<file path="config.mk">
export PLATFORM = sky130hd
export DESIGN_NAME = fragment_reassembly_deframer_unit_flat
export DESIGN_NICKNAME = d
export VERILOG_FILES = /design/src/hw/rtl/frd_pkg.sv /design/src/hw/rtl/frd_if.sv /design/src/hw/rtl/fragment_reassembly_deframer_unit.sv /design/src/hw/rtl/frd_csr.sv /design/src/hw/rtl/frd_hdr_store.sv /design/src/flat_wrapper.sv
export VERILOG_INCLUDE_DIRS = /design/src /design/src/hw/rtl
export SDC_FILE = /design/constraint.sdc
export NUM_CORES = 1
export LEC_CHECK = 0
export ABC_AREA = 1
export BUFFER_PORTS_ARGS = -buffer_cell sky130_fd_sc_hd__clkbuf_2
export CORE_MARGIN = 2
export CORE_UTILIZATION = 40
export DETAILED_ROUTE_END_ITERATION = 12
export PLACE_DENSITY = 0.69
export SYNTH_ARGS = -nofsm -noshare
export SYNTH_HDL_FRONTEND = slang
export SYNTH_SLANG_ARGS = --single-unit
</file>
<file path="constraint.sdc">
create_clock -name clock -period 17.2 [get_ports clock]
set_clock_uncertainty 0.05 [all_clocks]
set_input_delay 2.58 -clock clock [delete_from_list [all_inputs] [get_ports clock]]
set_output_delay 2.58 -clock clock [all_outputs]
set_load 0.05 [all_outputs]
</file>
<file path="src/hw/rtl/fragment_reassembly_deframer_unit_defines.svh">
// Assertion helpers for the RTL files that carry checks.
`ifndef FRAGMENT_REASSEMBLY_DEFRAMER_UNIT_DEFINES_SVH
`define FRAGMENT_REASSEMBLY_DEFRAMER_UNIT_DEFINES_SVH

// Same-cycle implication, disabled while reset is high.
`define FRD_ASSERT_NOW(label, clk, rst, ante, cons) \
   label: assert property (@(posedge clk) disable iff (rst) (ante) |-> (cons)) \
      else $error("assertion failed: label");

// Next-cycle implication, disabled while reset is high.
`define FRD_ASSERT_NEXT(label, clk, rst, ante, cons) \
   label: assert property (@(posedge clk) disable iff (rst) (ante) |=> (cons)) \
      else $error("assertion failed: label");

`endif

</file>
<file path="src/hw/rtl/frd_pkg.sv">
package frd_pkg;

   // Fixed header layout of a media packet, big-endian.
   localparam int HeaderBytes     = 36;
   localparam int HdrAddrWidth    = $clog2(HeaderBytes);
   localparam int TrackIdOffset   = 0;
   localparam int PtsOffset       = 4;
   localparam int DtsOffset       = 12;
   localparam int DurationOffset  = 20;
   localparam int MediaInfoOffset = 28;
   localparam int DataSizeOffset  = 32;

   localparam int CfgLenWidth     = 20;
   localparam int OutLenWidth     = 20;

   // Payload kinds.
   localparam logic [2:0] KindRequest  = 3'd0;
   localparam logic [2:0] KindResponse = 3'd1;
   localparam logic [2:0] KindRequired = 3'd2;
   localparam logic [2:0] KindMedia    = 3'd3;
   localparam logic [1:0] StreamMedia  = 2'd3;

   // Result status codes.
   localparam logic [3:0] StatusNone       = 4'd0;
   localparam logic [3:0] StatusOk         = 4'd1;
   localparam logic [3:0] StatusInterleave = 4'd2;
   localparam logic [3:0] StatusMsgLong    = 4'd3;
   localparam logic [3:0] StatusEmpty      = 4'd4;
   localparam logic [3:0] StatusMediaLong  = 4'd5;
   localparam logic [3:0] StatusShortHdr   = 4'd6;
   localparam logic [3:0] StatusSizeErr    = 4'd7;
   localparam logic [3:0] StatusDropped    = 4'd8;

   // Register indexes on the configuration port.
   localparam logic [1:0] RegMaxMessageLen = 2'd0;
   localparam logic [1:0] RegMaxMediaLen   = 2'd1;
   localparam logic [1:0] RegMessagesOnly  = 2'd2;
   localparam int         CsrAddrWidth     = 4;

   typedef struct packed {
      logic [CfgLenWidth-1:0] max_message_len;
      logic [CfgLenWidth-1:0] max_media_len;
      logic                   messages_only;
   } cfg_type;

   typedef struct packed {
      logic [2:0] payload_kind;
      logic       marker;
      logic       has_byte;
      logic [7:0] data_byte;
      logic       fragment_end;
   } req_type;

   typedef struct packed {
      logic [1:0]             stream_kind;
      logic [7:0]             out_byte;
      logic                   out_byte_valid;
      logic                   done_res;
      logic [3:0]             status;
      logic [31:0]            track_ref;
      logic [63:0]            pts;
      logic [63:0]            dts;
      logic [63:0]            duration;
      logic [31:0]            media_info;
      logic [OutLenWidth-1:0] payload_length;
      logic [31:0]            dropped_media_count;
   } rsp_type;

   typedef struct packed {
      logic [31:0] track_ref;
      logic [63:0] pts;
      logic [63:0] dts;
      logic [63:0] duration;
      logic [31:0] media_info;
      logic [31:0] body_size;
   } hdr_fields_type;

endpackage

</file>
<file path="src/hw/rtl/frd_if.sv">
interface frd_req_if;
   logic       valid;
   logic       ready;
   logic [2:0] payload_kind;
   logic       marker;
   logic       has_byte;
   logic [7:0] data_byte;
   logic       fragment_end;

   modport source (output valid, output payload_kind, output marker, output has_byte,
                   output data_byte, output fragment_end, input ready);
   modport sink   (input valid, input payload_kind, input marker, input has_byte,
                   input data_byte, input fragment_end, output ready);
endinterface

interface frd_rsp_if;
   logic                              valid;
   logic                              ready;
   logic [1:0]                        stream_kind;
   logic [7:0]                        out_byte;
   logic                              out_byte_valid;
   logic                              done_res;
   logic [3:0]                        status;
   logic [31:0]                       track_ref;
   logic [63:0]                       pts;
   logic [63:0]                       dts;
   logic [63:0]                       duration;
   logic [31:0]                       media_info;
   logic [frd_pkg::OutLenWidth-1:0]   payload_length;
   logic [31:0]                       dropped_media_count;

   modport source (output valid, output stream_kind, output out_byte, output out_byte_valid,
                   output done_res, output status, output track_ref, output pts, output dts,
                   output duration, output media_info, output payload_length,
                   output dropped_media_count, input ready);
   modport sink   (input valid, input stream_kind, input out_byte, input out_byte_valid,
                   input done_res, input status, input track_ref, input pts, input dts,
                   input duration, input media_info, input payload_length,
                   input dropped_media_count, output ready);
endinterface

</file>
<file path="src/hw/rtl/fragment_reassembly_deframer_unit.sv">
// Fragment reassembly deframer.
// The req_chan channel carries one fragment byte per beat, tagged with its
// payload kind, the end-of-message marker and an end-of-fragment flag. Every
// accepted beat produces exactly one beat on rsp_chan: a forwarded byte, a
// completion or abort status, or an empty status beat for bytes that are held
// back (media header) or discarded. Control messages are passed cut-through;
// media packets have their 36-byte header parsed and reported on the closing
// beat. The APB port sets the two length limits and the messages-only mode;
// the user must write registers only while the block is idle; not enforced.
// Throughput is one beat per cycle while rsp_chan does not stall. An accepted
// beat is registered in the input stage and then in the result register, which
// offers it on rsp_chan. The state update and the header store write happen in
// the same cycle as the result register load.
// When the receiver stalls, the result register holds and the input stage
// keeps one more beat; req_chan.ready then drops until the result is taken.
// Synchronous reset clears all control state and sets the limits to their
// maxima; the header bytes are not cleared and no clearing pass is needed.
`include "fragment_reassembly_deframer_unit_defines.svh"

module fragment_reassembly_deframer_unit #(
   parameter int LENGTH_WIDTH = 21
) (
   input  logic                             clock,
   input  logic                             reset,
   frd_req_if.sink                          req_chan,
   frd_rsp_if.source                        rsp_chan,
   input  logic                             psel,
   input  logic                             penable,
   input  logic                             pwrite,
   input  logic [frd_pkg::CsrAddrWidth-1:0] paddr,
   input  logic [31:0]                      pwdata,
   output logic [31:0]                      prdata,
   output logic                             pready
);

   localparam logic [LENGTH_WIDTH-1:0] LenMax = '1;

   frd_pkg::cfg_type        cfg;
   frd_pkg::hdr_fields_type hdr;

   // Input stage and result register.
   frd_pkg::req_type stg_ff, stg_in;
   logic             stg_valid_ff, stg_valid_in;
   frd_pkg::rsp_type out_ff, out_in;
   logic             out_valid_ff, out_valid_in;
   logic             req_accept, advance;

   // Reassembly state.
   logic [LENGTH_WIDTH-1:0] msg_len_ff, msg_len_in;
   logic [1:0]              msg_type_ff, msg_type_in;
   logic                    msg_open_ff, msg_open_in;
   logic [LENGTH_WIDTH-1:0] media_len_ff, media_len_in;
   logic                    in_frag_ff, in_frag_in;
   logic                    frag_rej_ff, frag_rej_in;
   logic [2:0]              frag_kind_ff, frag_kind_in;
   logic                    overflowed_ff, overflowed_in;
   logic [31:0]             drop_cnt_ff, drop_cnt_in;

   // Header store write request from the step logic.
   logic                             hdr_we;
   logic [frd_pkg::HdrAddrWidth-1:0] hdr_addr;

   // Terms used by the checks at the end.
   logic drop_beat;
   logic media_quiet;

   frd_csr u_csr (
      .clock   (clock),
      .reset   (reset),
      .psel    (psel),
      .penable (penable),
      .pwrite  (pwrite),
      .paddr   (paddr),
      .pwdata  (pwdata),
      .prdata  (prdata),
      .pready  (pready),
      .cfg     (cfg)
   );

   frd_hdr_store u_hdr_store (
      .clock      (clock),
      .write_en   (hdr_we && advance),
      .write_addr (hdr_addr),
      .write_data (stg_ff.data_byte),
      .fields     (hdr)
   );

   // Handshake: the input stage moves on whenever the result register is free
   // or is being emptied in this cycle.
   assign advance          = stg_valid_ff && (!out_valid_ff || rsp_chan.ready);
   assign req_chan.ready   = !stg_valid_ff || advance;
   assign req_accept       = req_chan.valid && req_chan.ready;

   always_comb begin
      stg_in.payload_kind = req_chan.payload_kind;
      stg_in.marker       = req_chan.marker;
      stg_in.has_byte     = req_chan.has_byte;
      stg_in.data_byte    = req_chan.data_byte;
      stg_in.fragment_end = req_chan.fragment_end;
      if (req_accept) begin
         stg_valid_in = 1'b1;
      end else if (advance) begin
         stg_valid_in = 1'b0;
      end else begin
         stg_valid_in = stg_valid_ff;
      end
      if (advance) begin
         out_valid_in = 1'b1;
      end else if (rsp_chan.ready) begin
         out_valid_in = 1'b0;
      end else begin
         out_valid_in = out_valid_ff;
      end
   end

   // Step logic for the beat in the input stage.
   always_comb begin
      logic        rej;
      logic [2:0]  fk;
      logic [31:0] pos32;
      logic [31:0] media_pay32;
      logic [31:0] msg_len32;

      msg_len_in    = msg_len_ff;
      msg_type_in   = msg_type_ff;
      msg_open_in   = msg_open_ff;
      media_len_in  = media_len_ff;
      overflowed_in = overflowed_ff;
      drop_cnt_in   = drop_cnt_ff;
      out_in        = '0;
      hdr_we        = 1'b0;
      rej           = frag_rej_ff;
      fk            = frag_kind_ff;
      pos32         = 32'(media_len_ff);
      hdr_addr      = pos32[frd_pkg::HdrAddrWidth-1:0];

      // First beat of a fragment: sample the kind and decide whether the
      // fragment is taken at all.
      if (!in_frag_ff) begin
         rej = 1'b0;
         fk  = stg_ff.payload_kind;
         if (fk <= frd_pkg::KindRequired) begin
            if (msg_open_ff && (msg_type_ff != fk[1:0])) begin
               // A fragment of another kind aborts the open message and is
               // itself discarded.
               out_in.stream_kind = msg_type_ff;
               out_in.done_res    = 1'b1;
               out_in.status      = frd_pkg::StatusInterleave;
               msg_len_in         = '0;
               msg_type_in        = '0;
               msg_open_in        = 1'b0;
               rej                = 1'b1;
            end else begin
               msg_open_in = 1'b1;
               msg_type_in = fk[1:0];
            end
         end else if (fk == frd_pkg::KindMedia) begin
            if (cfg.messages_only) begin
               // Dropped media fragment; the counter sticks at all ones.
               if (!overflowed_ff) begin
                  drop_cnt_in = drop_cnt_ff + 32'd1;
               end
               if (drop_cnt_in == '1) begin
                  overflowed_in = 1'b1;
               end
               out_in.stream_kind = frd_pkg::StreamMedia;
               out_in.status      = frd_pkg::StatusDropped;
               rej                = 1'b1;
            end
         end else begin
            rej = 1'b1;
         end
      end

      // Data byte of an accepted fragment.
      if (!rej && stg_ff.has_byte) begin
         if (fk <= frd_pkg::KindRequired) begin
            if (msg_len_in != LenMax) begin
               msg_len_in = msg_len_in + LENGTH_WIDTH'(1);
            end
            out_in.stream_kind = fk[1:0];
            if (32'(msg_len_in) > 32'(cfg.max_message_len)) begin
               out_in.done_res = 1'b1;
               out_in.status   = frd_pkg::StatusMsgLong;
               msg_len_in      = '0;
               msg_type_in     = '0;
               msg_open_in     = 1'b0;
               rej             = 1'b1;
            end else begin
               out_in.out_byte       = stg_ff.data_byte;
               out_in.out_byte_valid = 1'b1;
            end
         end else begin
            if (media_len_ff != LenMax) begin
               media_len_in = media_len_ff + LENGTH_WIDTH'(1);
            end
            out_in.stream_kind = frd_pkg::StreamMedia;
            if (32'(media_len_in) > 32'(cfg.max_media_len)) begin
               out_in.done_res = 1'b1;
               out_in.status   = frd_pkg::StatusMediaLong;
               media_len_in    = '0;
               rej             = 1'b1;
            end else if (pos32 < 32'(frd_pkg::HeaderBytes)) begin
               hdr_we = 1'b1;
            end else begin
               out_in.out_byte       = stg_ff.data_byte;
               out_in.out_byte_valid = 1'b1;
            end
         end
      end

      msg_len32   = 32'(msg_len_in);
      media_pay32 = 32'(media_len_in) - 32'(frd_pkg::HeaderBytes);

      // Closing beat of the last fragment of a message or media packet.
      if (stg_ff.fragment_end && !rej && stg_ff.marker) begin
         out_in.done_res = 1'b1;
         if (fk <= frd_pkg::KindRequired) begin
            out_in.stream_kind = fk[1:0];
            if (msg_len_in == '0) begin
               out_in.status = frd_pkg::StatusEmpty;
            end else begin
               out_in.status         = frd_pkg::StatusOk;
               out_in.payload_length = msg_len32[frd_pkg::OutLenWidth-1:0];
            end
            msg_len_in  = '0;
            msg_type_in = '0;
            msg_open_in = 1'b0;
         end else begin
            out_in.stream_kind = frd_pkg::StreamMedia;
            if (32'(media_len_in) < 32'(frd_pkg::HeaderBytes)) begin
               out_in.status = frd_pkg::StatusShortHdr;
            end else if (hdr.body_size != media_pay32) begin
               out_in.status = frd_pkg::StatusSizeErr;
            end else begin
               out_in.status         = frd_pkg::StatusOk;
               out_in.track_ref      = hdr.track_ref;
               out_in.pts            = hdr.pts;
               out_in.dts            = hdr.dts;
               out_in.duration       = hdr.duration;
               out_in.media_info     = hdr.media_info;
               out_in.payload_length = media_pay32[frd_pkg::OutLenWidth-1:0];
            end
            media_len_in = '0;
         end
      end

      in_frag_in   = !stg_ff.fragment_end;
      frag_rej_in  = stg_ff.fragment_end ? 1'b0 : rej;
      frag_kind_in = fk;
      out_in.dropped_media_count = drop_cnt_in;
   end

   always_ff @(posedge clock) begin
      if (req_accept) begin
         stg_ff <= stg_in;
      end
      if (advance) begin
         out_ff <= out_in;
      end
   end

   always_ff @(posedge clock) begin
      if (reset) begin
         stg_valid_ff  <= 1'b0;
         out_valid_ff  <= 1'b0;
         msg_len_ff    <= '0;
         msg_type_ff   <= '0;
         msg_open_ff   <= 1'b0;
         media_len_ff  <= '0;
         in_frag_ff    <= 1'b0;
         frag_rej_ff   <= 1'b0;
         frag_kind_ff  <= '0;
         overflowed_ff <= 1'b0;
         drop_cnt_ff   <= '0;
      end else begin
         stg_valid_ff <= stg_valid_in;
         out_valid_ff <= out_valid_in;
         if (advance) begin
            msg_len_ff    <= msg_len_in;
            msg_type_ff   <= msg_type_in;
            msg_open_ff   <= msg_open_in;
            media_len_ff  <= media_len_in;
            in_frag_ff    <= in_frag_in;
            frag_rej_ff   <= frag_rej_in;
            frag_kind_ff  <= frag_kind_in;
            overflowed_ff <= overflowed_in;
            drop_cnt_ff   <= drop_cnt_in;
         end
      end
   end

   assign rsp_chan.valid               = out_valid_ff;
   assign rsp_chan.stream_kind         = out_ff.stream_kind;
   assign rsp_chan.out_byte            = out_ff.out_byte;
   assign rsp_chan.out_byte_valid      = out_ff.out_byte_valid;
   assign rsp_chan.done_res            = out_ff.done_res;
   assign rsp_chan.status              = out_ff.status;
   assign rsp_chan.track_ref           = out_ff.track_ref;
   assign rsp_chan.pts                 = out_ff.pts;
   assign rsp_chan.dts                 = out_ff.dts;
   assign rsp_chan.duration            = out_ff.duration;
   assign rsp_chan.media_info          = out_ff.media_info;
   assign rsp_chan.payload_length      = out_ff.payload_length;
   assign rsp_chan.dropped_media_count = out_ff.dropped_media_count;

   assign drop_beat   = out_valid_ff && (out_ff.status == frd_pkg::StatusDropped);
   assign media_quiet = !out_ff.done_res && (out_ff.stream_kind == frd_pkg::StreamMedia);

   // A beat leaving the input stage always lands in the result register.
   `FRD_ASSERT_NEXT(a_advance_loads_result, clock, reset, advance, out_valid_ff)
   // The sticky saturation flag only stands with a full counter.
   `FRD_ASSERT_NOW(a_overflow_full, clock, reset, overflowed_ff, drop_cnt_ff == '1)
   // The drop counter never goes backward outside reset.
   `FRD_ASSERT_NEXT(a_drop_monotonic, clock, reset, 1'b1, drop_cnt_ff >= $past(drop_cnt_ff))
   // A dropped-media beat is a media beat that closes nothing.
   `FRD_ASSERT_NOW(a_drop_no_done, clock, reset, drop_beat, media_quiet)

endmodule

</file>
<file path="src/hw/rtl/frd_csr.sv">
module frd_csr (
   input  logic                             clock,
   input  logic                             reset,
   input  logic                             psel,
   input  logic                             penable,
   input  logic                             pwrite,
   input  logic [frd_pkg::CsrAddrWidth-1:0] paddr,
   input  logic [31:0]                      pwdata,
   output logic [31:0]                      prdata,
   output logic                             pready,
   output frd_pkg::cfg_type                 cfg
);

   frd_pkg::cfg_type cfg_ff, cfg_in;
   logic             write_en;
   logic [1:0]       reg_index;

   assign pready    = 1'b1;
   assign write_en  = psel && penable && pwrite;
   assign reg_index = paddr[3:2];

   always_comb begin
      cfg_in = cfg_ff;
      if (write_en) begin
         unique case (reg_index)
            frd_pkg::RegMaxMessageLen: cfg_in.max_message_len = pwdata[frd_pkg::CfgLenWidth-1:0];
            frd_pkg::RegMaxMediaLen:   cfg_in.max_media_len   = pwdata[frd_pkg::CfgLenWidth-1:0];
            frd_pkg::RegMessagesOnly:  cfg_in.messages_only   = pwdata[0];
            default:                   cfg_in = cfg_ff;
         endcase
      end
   end

   always_comb begin
      unique case (reg_index)
         frd_pkg::RegMaxMessageLen: prdata = 32'(cfg_ff.max_message_len);
         frd_pkg::RegMaxMediaLen:   prdata = 32'(cfg_ff.max_media_len);
         frd_pkg::RegMessagesOnly:  prdata = 32'(cfg_ff.messages_only);
         default:                   prdata = 32'd0;
      endcase
   end

   always_ff @(posedge clock) begin
      if (reset) begin
         cfg_ff.max_message_len <= '1;
         cfg_ff.max_media_len   <= '1;
         cfg_ff.messages_only   <= 1'b0;
      end else begin
         cfg_ff <= cfg_in;
      end
   end

   assign cfg = cfg_ff;

endmodule

</file>
<file path="src/hw/rtl/frd_hdr_store.sv">
module frd_hdr_store (
   input  logic                             clock,
   input  logic                             write_en,
   input  logic [frd_pkg::HdrAddrWidth-1:0] write_addr,
   input  logic [7:0]                       write_data,
   output frd_pkg::hdr_fields_type          fields
);

   logic [7:0] hdr_ff [frd_pkg::HeaderBytes];
   logic [7:0] view   [frd_pkg::HeaderBytes];

   // The byte written on the closing beat is already visible to the field view.
   always_comb begin
      for (int i = 0; i < frd_pkg::HeaderBytes; i++) begin
         if (write_en && (32'(write_addr) == i)) begin
            view[i] = write_data;
         end else begin
            view[i] = hdr_ff[i];
         end
      end
   end

   always_comb begin
      for (int i = 0; i < 4; i++) begin
         fields.track_ref[31-8*i -: 8]  = view[frd_pkg::TrackIdOffset + i];
         fields.media_info[31-8*i -: 8] = view[frd_pkg::MediaInfoOffset + i];
         fields.body_size[31-8*i -: 8]  = view[frd_pkg::DataSizeOffset + i];
      end
      for (int i = 0; i < 8; i++) begin
         fields.pts[63-8*i -: 8]      = view[frd_pkg::PtsOffset + i];
         fields.dts[63-8*i -: 8]      = view[frd_pkg::DtsOffset + i];
         fields.duration[63-8*i -: 8] = view[frd_pkg::DurationOffset + i];
      end
   end

   always_ff @(posedge clock) begin
      if (write_en) begin
         hdr_ff[write_addr] <= write_data;
      end
   end

endmodule
</file>
<file path="src/flat_wrapper.sv">
// flat-port wrapper written by rule: the top's interface ports become plain ports
module fragment_reassembly_deframer_unit_flat 
#(
   parameter int LENGTH_WIDTH = 21
)
  (clock, reset, psel, penable, pwrite, paddr, pwdata, prdata, pready, req_chan_valid, req_chan_payload_kind, req_chan_marker, req_chan_has_byte, req_chan_data_byte, req_chan_fragment_end, req_chan_ready, rsp_chan_valid, rsp_chan_stream_kind, rsp_chan_out_byte, rsp_chan_out_byte_valid, rsp_chan_done_res, rsp_chan_status, rsp_chan_track_ref, rsp_chan_pts, rsp_chan_dts, rsp_chan_duration, rsp_chan_media_info, rsp_chan_payload_length, rsp_chan_dropped_media_count, rsp_chan_ready);
  frd_req_if req_chan_i ();
  frd_rsp_if rsp_chan_i ();
  input  logic clock;
  input  logic reset;
  input  logic psel;
  input  logic penable;
  input  logic pwrite;
  input  logic [frd_pkg::CsrAddrWidth-1:0] paddr;
  input  logic [31:0] pwdata;
  output logic [31:0] prdata;
  output logic pready;
  input wire logic [$bits(req_chan_i.valid)-1:0] req_chan_valid;
  input wire logic [$bits(req_chan_i.payload_kind)-1:0] req_chan_payload_kind;
  input wire logic [$bits(req_chan_i.marker)-1:0] req_chan_marker;
  input wire logic [$bits(req_chan_i.has_byte)-1:0] req_chan_has_byte;
  input wire logic [$bits(req_chan_i.data_byte)-1:0] req_chan_data_byte;
  input wire logic [$bits(req_chan_i.fragment_end)-1:0] req_chan_fragment_end;
  output wire logic [$bits(req_chan_i.ready)-1:0] req_chan_ready;
  output wire logic [$bits(rsp_chan_i.valid)-1:0] rsp_chan_valid;
  output wire logic [$bits(rsp_chan_i.stream_kind)-1:0] rsp_chan_stream_kind;
  output wire logic [$bits(rsp_chan_i.out_byte)-1:0] rsp_chan_out_byte;
  output wire logic [$bits(rsp_chan_i.out_byte_valid)-1:0] rsp_chan_out_byte_valid;
  output wire logic [$bits(rsp_chan_i.done_res)-1:0] rsp_chan_done_res;
  output wire logic [$bits(rsp_chan_i.status)-1:0] rsp_chan_status;
  output wire logic [$bits(rsp_chan_i.track_ref)-1:0] rsp_chan_track_ref;
  output wire logic [$bits(rsp_chan_i.pts)-1:0] rsp_chan_pts;
  output wire logic [$bits(rsp_chan_i.dts)-1:0] rsp_chan_dts;
  output wire logic [$bits(rsp_chan_i.duration)-1:0] rsp_chan_duration;
  output wire logic [$bits(rsp_chan_i.media_info)-1:0] rsp_chan_media_info;
  output wire logic [$bits(rsp_chan_i.payload_length)-1:0] rsp_chan_payload_length;
  output wire logic [$bits(rsp_chan_i.dropped_media_count)-1:0] rsp_chan_dropped_media_count;
  input wire logic [$bits(rsp_chan_i.ready)-1:0] rsp_chan_ready;
  assign req_chan_i.valid = req_chan_valid;
  assign req_chan_i.payload_kind = req_chan_payload_kind;
  assign req_chan_i.marker = req_chan_marker;
  assign req_chan_i.has_byte = req_chan_has_byte;
  assign req_chan_i.data_byte = req_chan_data_byte;
  assign req_chan_i.fragment_end = req_chan_fragment_end;
  assign req_chan_ready = req_chan_i.ready;
  assign rsp_chan_valid = rsp_chan_i.valid;
  assign rsp_chan_stream_kind = rsp_chan_i.stream_kind;
  assign rsp_chan_out_byte = rsp_chan_i.out_byte;
  assign rsp_chan_out_byte_valid = rsp_chan_i.out_byte_valid;
  assign rsp_chan_done_res = rsp_chan_i.done_res;
  assign rsp_chan_status = rsp_chan_i.status;
  assign rsp_chan_track_ref = rsp_chan_i.track_ref;
  assign rsp_chan_pts = rsp_chan_i.pts;
  assign rsp_chan_dts = rsp_chan_i.dts;
  assign rsp_chan_duration = rsp_chan_i.duration;
  assign rsp_chan_media_info = rsp_chan_i.media_info;
  assign rsp_chan_payload_length = rsp_chan_i.payload_length;
  assign rsp_chan_dropped_media_count = rsp_chan_i.dropped_media_count;
  assign rsp_chan_i.ready = rsp_chan_ready;
  fragment_reassembly_deframer_unit #(.LENGTH_WIDTH(LENGTH_WIDTH)) u_core (.clock(clock), .reset(reset), .req_chan(req_chan_i), .rsp_chan(rsp_chan_i), .psel(psel), .penable(penable), .pwrite(pwrite), .paddr(paddr), .pwdata(pwdata), .prdata(prdata), .pready(pready));
endmodule
</file>
# Word level (Yosys, flattened, before mapping)
# Memory sizes are Yosys's and may differ from the RTL's.
# Cells that the tools add are included.
totals:
  ff_bits: 464
  latch_bits: 0
  ram_bits: 288
  romBits: 0
  inputBits: 57
  out_inout_bits: 359
  word_cells: 282
  mem_count: 1
op_classes:
  addsub: 4
  mul: 0
  div: 0
  order_cmp: 6
  eq_ne: 43
  shifts: 0
  n_mux: 132
  bitwise: 3
  n_reduce_logical: 62
memory_table:
  columns: ["memory", "depth", "word_bits", "read_ports", "rd_ports_with_merged_regs", "wr", "line", "text"]
  rows:
  - ["u_core.u_hdr_store.hdr_ff", 36, 8, 36, 0, 1, "frd_hdr_store.sv:9", "logic [7:0] hdr_ff [frd_pkg::HeaderBytes];"]
op_table:
  columns: ["operator", "n"]
  rows:
  - ["276-bit 2-to-1 mux", 2]
  - ["21-bit 2-to-1 mux", 19]
  - ["32-bit 2-to-1 mux", 9]
  - ["8-bit 2-to-1 mux", 36]
  - ["280-bit 2-to-1 mux", 1]
  - ["256-bit 2-to-1 mux", 1]
  - ["6-bit by 5-bit == test with 1-bit output, second input constant", 16]
  - ["20-bit case mux with 3 select lines", 1]
  - ["6-bit by 4-bit == test with 1-bit output, second input constant", 8]
  - ["1-bit logical AND", 45]
  - ["21-bit by 1-bit adder with 21-bit output, second input constant", 2]
  - ["21-bit by 20-bit greater-than comparator with 1-bit output", 2]
  - ["21-bit by 6-bit < comparator with 1-bit output, second input constant", 2]
  - ["21-bit inequality test, second input constant", 2]
  - ["20-bit 2-to-1 mux", 2]
  - ["32-bit by 1-bit adder with 32-bit output, second input constant", 1]
  - ["32-bit == test, second input constant", 1]
  - ["16-bit 2-to-1 mux", 2]
  - ["32-bit inequality test", 1]
  - ["2-bit 2-to-1 mux", 15]
  - ["1-bit 2-to-1 mux", 29]
  - ["9-bit 2-to-1 mux", 3]
  - ["6-bit by 3-bit == test with 1-bit output, second input constant", 4]
  - ["6-bit == test, second input constant", 4]
  - ["other kinds (21)", 42]

# Longest topological paths before layout
logic_depth:
  ltp_word: 20
  depth_mapped: 43
  ltp_nobuf: 40

# Modules after synthesis
# Synthesis repeated with hierarchy kept, for this count alone.
hier_totals:
  hier_cells: 4152
  area_unflattened_um2: 38404.3
by_module_without_submodules:
  columns: ["mod", "instances", "cells_per_inst", "area_per_inst_um2", "seq_area_each_um2"]
  rows:
  - ["fragment_reassembly_deframer_unit", 1, 2568, 23468.8, 11851.4]
  - ["frd_hdr_store", 1, 1348, 13156.4, 8648.3]
  - ["frd_csr", 1, 236, 1779.2, 820.8]

# Least setup slack after synthesis
# OpenSTA, ideal clock, no wires.
synth_path:
  kind: "input port to flip-flop"
  start: "in rsp_chan_ready"
  end: "reg u_core.drop_cnt_ff[15]"
  setup_ns: 0.505
  arrival_ns: 12.584
  t_required_ns: 16.645
  slack_ns: 4.061
  path_stages: 8
  path_buffers: 3
  path_cell_list: "inv_1 > nand2_1 > nand2_1 > clkbuf_1 > inv_1 > clkbuf_1 > clkbuf_1 > a21oi_1"
synth_via:
  elab_chain_cells: 2
synth_lines:
  columns: ["element", "line", "text"]
  rows:
  - ["start, declared", "flat_wrapper.sv:38", "input wire logic [$bits(rsp_chan_i.ready)-1:0] rsp_chan_ready;"]
  - ["1-bit logical OR", "fragment_reassembly_deframer_unit.sv:90", "assign advance = stg_valid_ff && (!out_valid_ff || rsp_chan.ready);"]
  - ["1-bit logical AND", "fragment_reassembly_deframer_unit.sv:90", null]
  - ["named net u_core.advance", "fragment_reassembly_deframer_unit.sv:46", "logic req_accept, advance;"]
  - ["end signal, assigned", "fragment_reassembly_deframer_unit.sv:288", "drop_cnt_ff <= drop_cnt_in;"]
  - ["end, declared", "fragment_reassembly_deframer_unit.sv:57", "logic [31:0] drop_cnt_ff, drop_cnt_in;"]
# The timed path passes the listed nets, and every way through them passes these cells.
# A chain may end at the register's enable or synchronous reset.

# Final worst setup path
layout_path:
  start: "reg u_core.media_len_ff[0]"
  end: "reg u_core.out_ff (netlist bit u_core.rsp_chan.dts[44]) (data pin)"
layout_via:
  elab_chain_cells: 13
  word_cells_on_any_way: 41
  cone_classes: "2 x add/sub; 3 x order compare; 7 x eq/ne; 18 x mux; 1 x bitwise; 10 x reduce/logical"
layout_lines:
  columns: ["element", "line", "text"]
  rows:
  - ["start, declared", "fragment_reassembly_deframer_unit.sv:52", "logic [LENGTH_WIDTH-1:0] media_len_ff, media_len_in;"]
  - ["start signal, assigned", "fragment_reassembly_deframer_unit.sv:283", "media_len_ff <= media_len_in;"]
  - ["parallel branches: the longest is 13 deep, another holds 21-bit by 6-bit subtractor with 22-bit output", null, null]
  - ["end signal, assigned", "fragment_reassembly_deframer_unit.sv:259", "out_ff <= out_in;"]
  - ["end, declared", "fragment_reassembly_deframer_unit.sv:44", "frd_pkg::rsp_type out_ff, out_in;"]
# Several ways; the timed one is not identified. The select of a mux whose other input is x is not followed.

==> results.sh <==
export IMPL_outcome="complete, no violations"
export IMPL_endpoint_kind="register"
export IMPL_ys_types=50
export IMPL_syn_area_mm2=0.0358
export IMPL_slew_headroom=0.263
export IMPL_root_buffer="clkbuf_16"
export IMPL_grt_overflow=0
export IMPL_cts_sinks=752
export IMPL_synth_avg_cell_area_um2=10.1
export IMPL_r2r_slack_ns=7.50
export IMPL_place_gp_congestion=0.917
export IMPL_core_mm2=0.0885
export IMPL_critPathTopFamily="simple AND/OR/NAND/NOR gates"
export IMPL_grt_pass1_wl_um=152000
export IMPL_cp_num_buf_inv=6
export IMPL_hold_buffers=0
export IMPL_start_kind="register"
export IMPL_num_nets_final=3955
export IMPL_cts_tree="built"
export IMPL_clock_path_buffers=3
export IMPL_path_clk_slew_ns=0.06
export IMPL_worst_path_stages=37
export IMPL_dp_hpwl_um=68400
export IMPL_die_width_um=303
export IMPL_synth_common_cells="nand2_1 (771), edfxtp_1 (626), o21ai_0 (370)"
export IMPL_vias_per_cell=5.33
export IMPL_cpPeakStageDelay_ns=0.94
export IMPL_rows=109
export IMPL_initial_utilization=0.404
export IMPL_htreeDepth=3
export IMPL_criticalPathCategory="reg -> reg"
export IMPL_yosys_register_bits=752
export IMPL_fin_crit_ns=9.70
export IMPL_wl_per_cell_um=20.1
export IMPL_drt_pass1_iterations=6
export IMPL_synthToLayoutAreaGrowth_pct=15.2
export IMPL_crit_path_start="u_core.media_len_ff[0]$_SDFFE_PP0P_"
export IMPL_vias=27100
export IMPL_io_pins=416
export IMPL_synth_edf_count=626
export IMPL_r2r_start="u_core.media_len_ff[0]$_SDFFE_PP0P_"
export IMPL_slew_violations=0
export IMPL_reg2regPathDepth=37
export IMPL_ant_nets=0
export IMPL_grt_max_degree=156
export IMPL_dp_cells=4931
export IMPL_fin_setup_tns_ns=0
export IMPL_fp_dieArea_mm2=0.0919
export IMPL_syn_inst=3536
export IMPL_crit_path_frequent_cell="nand2_1"
export IMPL_synth_area_leader_cell="edfxtp_1"
export IMPL_yosysMostFrequentCell="nand2_1"
export IMPL_final_util=0.466
export IMPL_setup_viol=0
export IMPL_ys_async_sr_fraction=0
export IMPL_worst_pin_slew_ns=1.11
export IMPL_highest_layer="met4"
export IMPL_p_comb_frac=0.100
export IMPL_worstSetupEndpoint="u_core.rsp_chan.dts[44]$_SDFFCE_PP0P_"
export IMPL_synth_seq_area_share=0.596
export IMPL_cts_buffers=83
export IMPL_clkPwrFrac=0.421
export IMPL_ir_drop_v=0.0000698
export IMPL_p_sw_mw=1.16
export IMPL_cp_arrival_ns=10.01
export IMPL_met1_length_um=44000
export IMPL_p_int_mw=3.14
export IMPL_wl_met3_um=6800
export IMPL_antenna_found_initial=4
export IMPL_cts_resized=0
export IMPL_r2r_end="u_core.rsp_chan.dts[44]$_SDFFCE_PP0P_"
export IMPL_grt_usage=0.216
export IMPL_crit_slowest_cell="buf_4"
export IMPL_min_from="u_core.msg_len_ff[3]$_SDFFE_PP0P_"
export IMPL_rsz0062_at_grt="false"
export IMPL_final_hold_viol_count=0
export IMPL_wl_met2_um=46900
export IMPL_grt_pass1_vias=25100
export IMPL_post_cts_setup_buffer_count=0
export IMPL_fin_crit_sh=0.564
export IMPL_crit_fanout=92
export IMPL_crit_required_ns=17.51
export IMPL_max_freq_mhz=103
export IMPL_synth_area_top_cells="edfxtp_1 (53%), nand2_1 (8.1%), dfxtp_1 (7.1%)"
export IMPL_synth_top_area_frac=0.525
export IMPL_drt_iter0_drc=2636
export IMPL_seqPwrFrac=0.479
export IMPL_power_leakage_nw=15.2
export IMPL_ys_flop_type="edfxtp_1"
export IMPL_final_layout_size_suffix_gt1_frac=0.225
export IMPL_min_path_type="reg -> reg"
export IMPL_switching_share=0.270
export IMPL_power_per_cell_area_mw_per_mm2=104
export IMPL_port_buffers=388
export IMPL_dieHeight_um=303
export IMPL_synth_warning_count=0
export IMPL_layout_cells_non_filler=5083
export IMPL_wl_um=102000
export IMPL_n_fill_cell=8171
export IMPL_clk_latency_ns=0.65
export IMPL_maxCapViolations=0
export IMPL_drc_errors=0
[flip-flops by register name, indices dropped and copies added, names as in the netlist, 2 cells and up]
| register | count |
|---|---|
| u_core.rsp_chan.pts | 64 |
| u_core.media_len_ff | 21 |
| u_core.rsp_chan.stream_kind | 2 |
| u_core.drop_cnt_ff | 32 |
| u_core.rsp_chan.out_byte | 8 |
| u_core.rsp_chan.duration | 64 |
| u_core.frag_kind_ff | 3 |
| u_core.rsp_chan.payload_length | 20 |
| u_core.u_csr.cfg | 41 |
| u_core.u_hdr_store.hdr_ff | 288 |
| u_core.stg_ff | 14 |
| u_core.msg_len_ff | 21 |
| u_core.rsp_chan.media_info | 32 |
| u_core.rsp_chan.status | 4 |
| u_core.rsp_chan.dropped_media_count | 32 |
| u_core.rsp_chan.dts | 64 |
| u_core.msg_type_ff | 2 |
| u_core.rsp_chan.track_ref | 32 |
[cells in the final DEF, fill, tap and decap left out, drive strengths merged]
cell type  instances
a211oi             7
a21o               1
a21oi            373
a31oi              7
and2               2
and3               2
buf               38
bufinv             8
clkbuf           487
clkinv            37
clkinvlp           7
conb              13
dfxtp            126
diode              1
edfxtp           626
ha                47
inv              264
mux2i             16
nand2            800
nand3            148
nand3b            15
nand4             48
nor2             294
nor3              22
nor4              13
o211ai            38
o21ai            384
o21bai             3
o221ai             1
o22ai             23
o311ai             1
o41ai              1
or2                6
xnor2              9
xnor3              1
xor2              49
[kinds of logic (layout without fill, tap and decap cells)]
kind of cell             count (synthesis)  after routing  share of synthesized area
AND/OR/NAND/NOR                       1350           1350                      0.161
AO/OA/AOI/OAI                          839            839                      0.149
flip-flops                             752            752                      0.596
buffers and inverters                  471            841                     0.0590
XOR/XNOR                                59             59                     0.0148
adder cells (fa/ha/maj)                 47             47                     0.0164
multiplexers                            16             16                    0.00448
other                                    2             14                   0.000210
[power groups by stage]
stage	combinational (mW)	clock (mW)	sequential [mW]
final	0.432	1.81	2.05
after CTS	0.431	1.84	2.05
after global routing	0.462	1.90	2.06
after detailed placement	0.430	0	2.09
after floorplan	0.186	0	2.22
after global placement	0.427	0	2.09
[worst min path at each step]
stage	depth (start not counted)	to	slack [ns]
4_1_cts	2	u_core.msg_len_ff[20]$_SDFFE_PP0P_	0.41
5_1_grt	2	u_core.msg_len_ff[17]$_SDFFE_PP0P_	0.43
2_1_floorplan	2	u_core.frag_rej_ff$_SDFFE_PP0P_	0.39
3_3_place_gp	2	u_core.frag_rej_ff$_SDFFE_PP0P_	0.40
6_report	2	u_core.msg_len_ff[3]$_SDFFE_PP0P_	0.42
3_5_place_dp	2	u_core.msg_len_ff[17]$_SDFFE_PP0P_	0.41
[final cells by class]
class                           count  area (um2)  share of cell area
Timing Repair Buffer              426        2240              0.0543
Inverter                          264         998              0.0242
Clock inverter                     52         623              0.0151
Clock buffer                       99        2170              0.0526
Multi-Input combinational cell   2324       12400               0.301
Sequential cell                   752       21300               0.517
Antenna cell                        1        2.50           0.0000607
Tap cell                         1165        1460              0.0354
[metrics by stage]
| stage | cell area (um2) | setup WS, ns | total power, mW | hold slack, ns |
|---|---|---|---|---|
| finish | 41200 | 7.50 | 4.29 | 0.417 |
| global route | 41200 | 6.95 | 4.43 | 0.428 |
| CTS | 41200 | 7.72 | 4.33 | 0.415 |
| detailed placement | 38400 | 7.72 | 2.52 | 0.406 |
| global placement | 38400 | 7.81 | 2.52 | 0.400 |
| floorplan | 35800 | 4.06 | 2.41 | 0.391 |
[worst reg2reg max path: cells and delay by family (launching register included)]
family,cells,cell delay (ns)
adder cells (fa/ha/maj),3,0.99
flip-flops,1,0.63
AO/OA/AOI/OAI,3,0.47
buffers and inverters,6,2.89
AND/OR/NAND/NOR,25,4.41
[metal layers]
layer / vias to the layer above / global-route usage
li1: 12800 / -
met1: 13000 / 0.295
met2: 1056 / 0.340
met3: 216 / 0.0349
met4: 0 / 0.0973
met5: - / 0
Power figures use the tool's default switching activity.
